File: config.mk
export PLATFORM = sky130hd
export DESIGN_NAME = bsab_lane
export DESIGN_NICKNAME = d
export VERILOG_FILES = /design/src/bsab_pkg.sv /design/src/bsab_lane.sv
export SDC_FILE = /design/constraint.sdc
export NUM_CORES = 1
export LEC_CHECK = 0
export ABC_AREA = 1
export BUFFER_PORTS_ARGS = -buffer_cell sky130_fd_sc_hd__buf_2
export CAP_MARGIN = 20
export CORE_ASPECT_RATIO = 0.8
export CORE_MARGIN = 3
export CORE_UTILIZATION = 41
export CTS_CLUSTER_DIAMETER = 200
export DETAILED_ROUTE_END_ITERATION = 16
export PLACE_DENSITY = 0.55
export SETUP_SLACK_MARGIN = 0.5
export SLEW_MARGIN = 20
export SYNTH_ARGS = -nofsm -noshare
export SYNTH_HDL_FRONTEND = slang
export SYNTH_SLANG_ARGS = --single-unit
File: constraint.sdc
create_clock -name clock -period 19.4 [get_ports clock]
set_clock_uncertainty 0.05 [all_clocks]
set_input_delay 3.88 -clock clock [delete_from_list [all_inputs] [get_ports clock]]
set_output_delay 3.88 -clock clock [all_outputs]
set_load 0.01 [all_outputs]
File: src/bsab_pkg.sv
package bsab_pkg;

   // default store geometry
   localparam int MAX_W_DEF = 256;
   localparam int MAX_H_DEF = 256;

   // width of the integer part of a scaled coordinate
   localparam int COORD_W = 13;

   typedef enum logic {
      OP_LOAD  = 1'b0,
      OP_BLEND = 1'b1
   } op_type;

   typedef enum logic [2:0] {
      REG_SMALL_WIDTH      = 3'd0,
      REG_SMALL_HEIGHT     = 3'd1,
      REG_X_STEP           = 3'd2,
      REG_Y_STEP           = 3'd3,
      REG_BLEND_WEIGHT     = 3'd4,
      REG_WEIGHT_ON_STREAM = 3'd5
   } csr_index_type;

   // per-stage load enables of the channel lanes
   typedef struct packed {
      logic ld3;
      logic ld4;
      logic ld5;
   } lane_ctl_type;

   // linear interpolation of two bytes by a q8 fraction, truncated
   function automatic logic [7:0] lerp8(input logic [7:0] a, input logic [7:0] b,
                                        input logic [7:0] f);
      logic [16:0] acc;
      acc = 17'(a) * 17'(9'd256 - {1'b0, f}) + 17'(b) * 17'(f);
      return acc[15:8];
   endfunction

endpackage

File: src/bsab_lane.sv
module bsab_lane import bsab_pkg::*; (
   input  logic         clock,
   input  lane_ctl_type ctl,
   input  logic [7:0]   p11,
   input  logic [7:0]   p12,
   input  logic [7:0]   p21,
   input  logic [7:0]   p22,
   input  logic [7:0]   fx,
   input  logic [7:0]   fy,
   input  logic [7:0]   stream,
   input  logic [8:0]   weight,
   input  logic         on_stream,
   output logic [7:0]   result
);

   logic [7:0]  left_ff, right_ff, fx3_ff, str3_ff;
   logic [7:0]  samp_ff, str4_ff;
   logic [7:0]  out_ff;
   logic [7:0]  mix_a, mix_b;
   logic [16:0] mix_acc;

   // vertical interpolation of both columns
   always_ff @(posedge clock) begin
      if (ctl.ld3) begin
         left_ff  <= lerp8(p11, p12, fy);
         right_ff <= lerp8(p21, p22, fy);
         fx3_ff   <= fx;
         str3_ff  <= stream;
      end
   end

   // horizontal interpolation
   always_ff @(posedge clock) begin
      if (ctl.ld4) begin
         samp_ff <= lerp8(left_ff, right_ff, fx3_ff);
         str4_ff <= str3_ff;
      end
   end

   // weighted mix with the streamed pixel
   always_comb begin
      mix_a   = on_stream ? str4_ff : samp_ff;
      mix_b   = on_stream ? samp_ff : str4_ff;
      mix_acc = 17'(mix_a) * 17'(weight) + 17'(mix_b) * 17'(9'd256 - weight);
   end

   always_ff @(posedge clock) begin
      if (ctl.ld5) begin
         out_ff <= mix_acc[15:8];
      end
   end

   assign result = out_ff;

endmodule

# == After elaboration in Yosys (flattened, before gate mapping) ==
# Index checks and enable logic that the tools add are counted.
# classes
multipliers,8
n_mux,2
add_sub_neg,7
# op_table
op,count
$add A16 B16 Y16,4
$mul A8 B8 Y16,3
$mul A9 B10 Y16,3
$sub A9 B8 Y10 const A,2
$mul A8 B17 Y16,1
$mul A8 B9 Y16,1
$mux W8,2
$sub A9 B9 Y10 const A,1
# word_totals
word_cells,24
in_bits,70
output_inout_bits,8
ff_bits,56

# == Logic depth before layout (Yosys ltp) ==
# logic_depth
word_depth,3
mapped_depth,32
ltp_nobuf,31

# == Worst setup path before layout ==
# No wires, ideal clock.
# synth_path
path_type,input-to-reg
from,input port fy[0]
to,register right_ff[5] (data pin)
path_stages,28
path_buffers,3
t_required_ps,19088
arrival_time_ps,9819
setup_time_ps,262
slack_ps,9268
path_cell_list,clkbuf_1 buf_1 inv_1 ha_1 nand2_1 nor2_1 nand4_1 nand2_1 inv_1 clkbuf_1 nand2_1 fa_1 fa_1 fa_1 inv_1 fa_1 fa_1 inv_1 fa_1 inv_1 ha_1 a21oi_1 nor2_1 nor2_1 nand3_1 a21oi_1 o21bai_1 xor2_1
# synth_between
elab_chain_len,3
word_cells_on_any_way,4
cone_classes,2 x add/sub; 2 x mul
# synth_rtl
element,line,rtl
from (decl),bsab_lane.sv:9,"input logic [7:0] fy,"
$sub A9 B8 Y10,bsab_pkg.sv:35,"acc = 17'(a) * 17'(9'd256 - {1'b0, f}) + 17'(b) * 17'(f);"
$mul A9 B10 Y16,bsab_pkg.sv:35,
$add A16 B16 Y16 (*),bsab_pkg.sv:35,
to (signal assigned),bsab_lane.sv:26,"right_ff <= lerp8(p21, p22, fy);"
to (decl),bsab_lane.sv:16,"logic [7:0] left_ff, right_ff, fx3_ff, str3_ff;"
# Mark *: on every way between the ends. The rest lies on a longest branch, timed or not.
# A chain may end at the register's enable or synchronous reset.

# == Worst setup path in the final report ==
# Same ends and word-level chain as after synthesis.

==> impl_metrics.env <==
export IMPL_status="complete, no violations"
export IMPL_cts_resized=0
export IMPL_ctsRootBufferMaster="clkbuf_16"
export IMPL_vias=15770
export IMPL_grt_max_degree=33
export IMPL_min_period_over_period_pct=54.28
export IMPL_synth_ff_type="edfxtp_1"
export IMPL_clk_latency_ns=0.33
export IMPL_synth_edff_count=56
export IMPL_seqCellArea_mm2=0.001682
export IMPL_worst_path_max_delay_cell="xnor2_1"
export IMPL_grt_pass1_vias=16800
export IMPL_die_width_um=259.5
export IMPL_worst_slack_ns=8.871
export IMPL_cts_inserted_buffers=5
export IMPL_min_path_type="reg2reg"
export IMPL_timing_slew_headroom_pct=36.89
export IMPL_post_route_util_pct=44.22
export IMPL_grt_ovfl_total=0
export IMPL_io_pins=78
export IMPL_netlist_instances=2649
export IMPL_start_kind="input pin"
export IMPL_arrival_ns=10.56
export IMPL_drt_initial_drc_count=1086
export IMPL_layout_drive_gt1_share_pct=4.278
export IMPL_design_die_area_mm2=0.05420
export IMPL_cp_cell_sequence="buf_2 > inv_1 > ha_1 > xnor2_1 > inv_1 > nor2_1 > fa_1 > inv_1 > fa_1 > fa_1 > inv_1 > fa_1 > fa_1 > inv_1 > fa_1 > inv_1 > ha_1 > a21oi_1 > nor2_1 > nor2_1 > nand3_1 > a21oi_1 > o21bai_1 > xor2_1"
export IMPL_hold_slack_ns=0.3723
export IMPL_cap_violations=0
export IMPL_cts_hold_buffers=0
export IMPL_synth_seq_area_share_pct=7.976
export IMPL_syn_avg_cell_area_um2=7.959
export IMPL_cts_sinks=56
export IMPL_drt_first_pass_iters=7
export IMPL_core_area_mm2=0.05024
export IMPL_synthMuxAreaShare_pct=0
export IMPL_synth_warnings=0
export IMPL_die_h_um=208.8
export IMPL_synth_simple_area_share_pct=14.74
export IMPL_synth_top_family_by_area="adder cells"
export IMPL_ys_async_sr_fraction_pct=0
export IMPL_synth_compound_area_share_pct=2.967
export IMPL_dp_hpwl_um=45760
export IMPL_synth_area_mm2=0.02108
export IMPL_critPathTopFamily="adder cells"
export IMPL_synth_fa_ha_area_share_pct=54.54
export IMPL_io_buffers=77
export IMPL_multi_input_area_mm2=0.01577
export IMPL_tightest_slew_ns=0.9404
export IMPL_place_gp_congestion=0.9282
export IMPL_ctsHtreeMaxLevel=2
export IMPL_tritoncts="yes"
export IMPL_path_class="in2reg"
export IMPL_hold_viol_final=0
export IMPL_track_usage_pct=20.75
export IMPL_initial_utilization_pct=41.97
export IMPL_worstPathMaxFanout=32
export IMPL_area_growth_pct=5.377
export IMPL_routed_wl_um=52880
export IMPL_grt_pass1_wl_um=88870
export IMPL_pre_cts_ws_ns=8.602
export IMPL_postRouteAntennaNets=0
export IMPL_fp_row_count=73
export IMPL_clock_path_buffers=2
export IMPL_fin_setup_tns_ns=0
export IMPL_yosys_register_bits=56
export IMPL_nets=3401
export IMPL_drc=0
export IMPL_slew_viol_final=0
export IMPL_wl_per_cell_um=15.82
export IMPL_endpoint_kind="flop"
export IMPL_crit_buf_inv=7
export IMPL_clk_pin_slew_ns=0.08
export IMPL_via_per_inst=4.720
export IMPL_setup_viol_count_final=0
export IMPL_post_cts_setup_buffers=0
export IMPL_max_freq_mhz=94.97
export IMPL_synthXorXnorAreaFrac_pct=2.534
export IMPL_yosysUniqueCellTypes=40
export IMPL_rsz0062_at_grt="false"
export IMPL_period_needed_ns=10.53
export IMPL_fillCellCount=5114
export IMPL_critPathRequiredTime_ns=19.43
export IMPL_crit_path_max_incr_delay_ns=0.73
export IMPL_syn_nets=3386
export IMPL_antenna_found_initial=2
cell usage after synthesis, types with 2 or more instances:
master / instances / share of area [%]
nand3b_1: 2 / 0.071
ha_1: 247 / 15
fa_1: 420 / 40
nor2_1: 185 / 3.3
nand2_2: 12 / 0.36
buf_2: 3 / 0.071
o21ai_0: 35 / 0.83
and2_1: 2 / 0.059
o21ai_1: 6 / 0.14
buf_1: 9 / 0.16
a21oi_1: 56 / 1.3
edfxtp_1: 56 / 8.0
inv_2: 2 / 0.036
nand2_1: 529 / 9.4
clkbuf_1: 59 / 1.1
nand3_1: 35 / 0.83
xor2_1: 32 / 1.3
nor3_1: 7 / 0.17
a21o_1: 6 / 0.21
o31ai_1: 4 / 0.14
clkbuf_2: 3 / 0.071
o21bai_1: 4 / 0.14
or2_2: 2 / 0.059
nand4_1: 6 / 0.18
xnor2_1: 29 / 1.2
inv_1: 884 / 16
sequential cells by signal (all words and copies together), names as in the netlist:
name	cells
fx3_ff	8
left_ff	8
result	8
right_ff	8
samp_ff	8
str3_ff	8
str4_ff	8
placed cells by master (no fill, tap or decap), drive strengths merged, types with 35 or more instances in the layout:
cell type	n
buf	83
edfxtp	56
o21ai	41
inv	888
fa	420
nor2	187
ha	247
a21oi	56
nand3	35
nand2	542
cells by family after synthesis:
| family | Yosys count |
|---|---|
| AO/OA/AOI/OAI | 115 |
| XOR/XNOR | 61 |
| adder cells (fa/ha/maj) | 667 |
| buffers and inverters | 963 |
| flip-flops | 56 |
| AND/OR/NAND/NOR | 787 |
cell type report:
cell class              count  share of cell area [%]
clock buffers               5                  0.5632
flip-flops and latches     56                   7.569
well taps                 675                   3.802
inverters                 888                   15.03
multi-input cells        1630                   70.97
repair buffers             83                   1.926
diodes                      2                 0.02253
clock inverters             3                  0.1239
path summary, 6_finish.rpt:
kind,from,to,slack (ns),cells past startpoint
hold / removal,str3_ff[7]$_DFFE_PP_,str4_ff[7]$_DFFE_PP_,0.37,0
setup reg to reg,fx3_ff[0]$_DFFE_PP_,samp_ff[7]$_DFFE_PP_,12.57,26
hold reg to reg,str3_ff[7]$_DFFE_PP_,str4_ff[7]$_DFFE_PP_,0.37,0
setup / recovery,fy[0],right_ff[5]$_DFFE_PP_,8.87,24
metal layers:
metal	share of wire (%)	track usage (%)	up-vias	wire, um
li1	-	-	7525	-
met1	48	31.44	7746	25390
met2	44	31.92	461	23000
met3	7.0	2.993	42	3691
met4	1.5	3.555	0	792
met5	0	0	-	0
stage by stage:
stage,cell area [um2],std cells
3_5_place_dp,22060,3332
2_1_floorplan,21080,2649
5_1_grt,22220,3342
3_3_place_gp,22050,3331
6_report,22220,3342
4_1_cts,22210,3340
worst register-to-register path: stages (launching register included):
cell and delay, ns:
edfxtp_1 0.86, inv_1 0.12, ha_1 0.25, nand2_1 0.09, nor2_1 0.04, nand2_1 0.12
nor2_1 0.05, nand2_1 0.09, nand2_1 0.11, inv_1 0.19, nand2_1 0.11, fa_1 0.51
fa_1 0.54, fa_1 0.52, inv_1 0.05, fa_1 0.50, fa_1 0.49, inv_1 0.05
fa_1 0.47, inv_1 0.04, ha_1 0.34, a21oi_1 0.20, o21a_1 0.13, nand3_1 0.15
nand2_1 0.10, o311ai_0 0.16, xor2_1 0.22
Power is left out: the tool's default activity adds up to more than one toggle a clock period on the data nets, which glitch-free logic cannot reach.
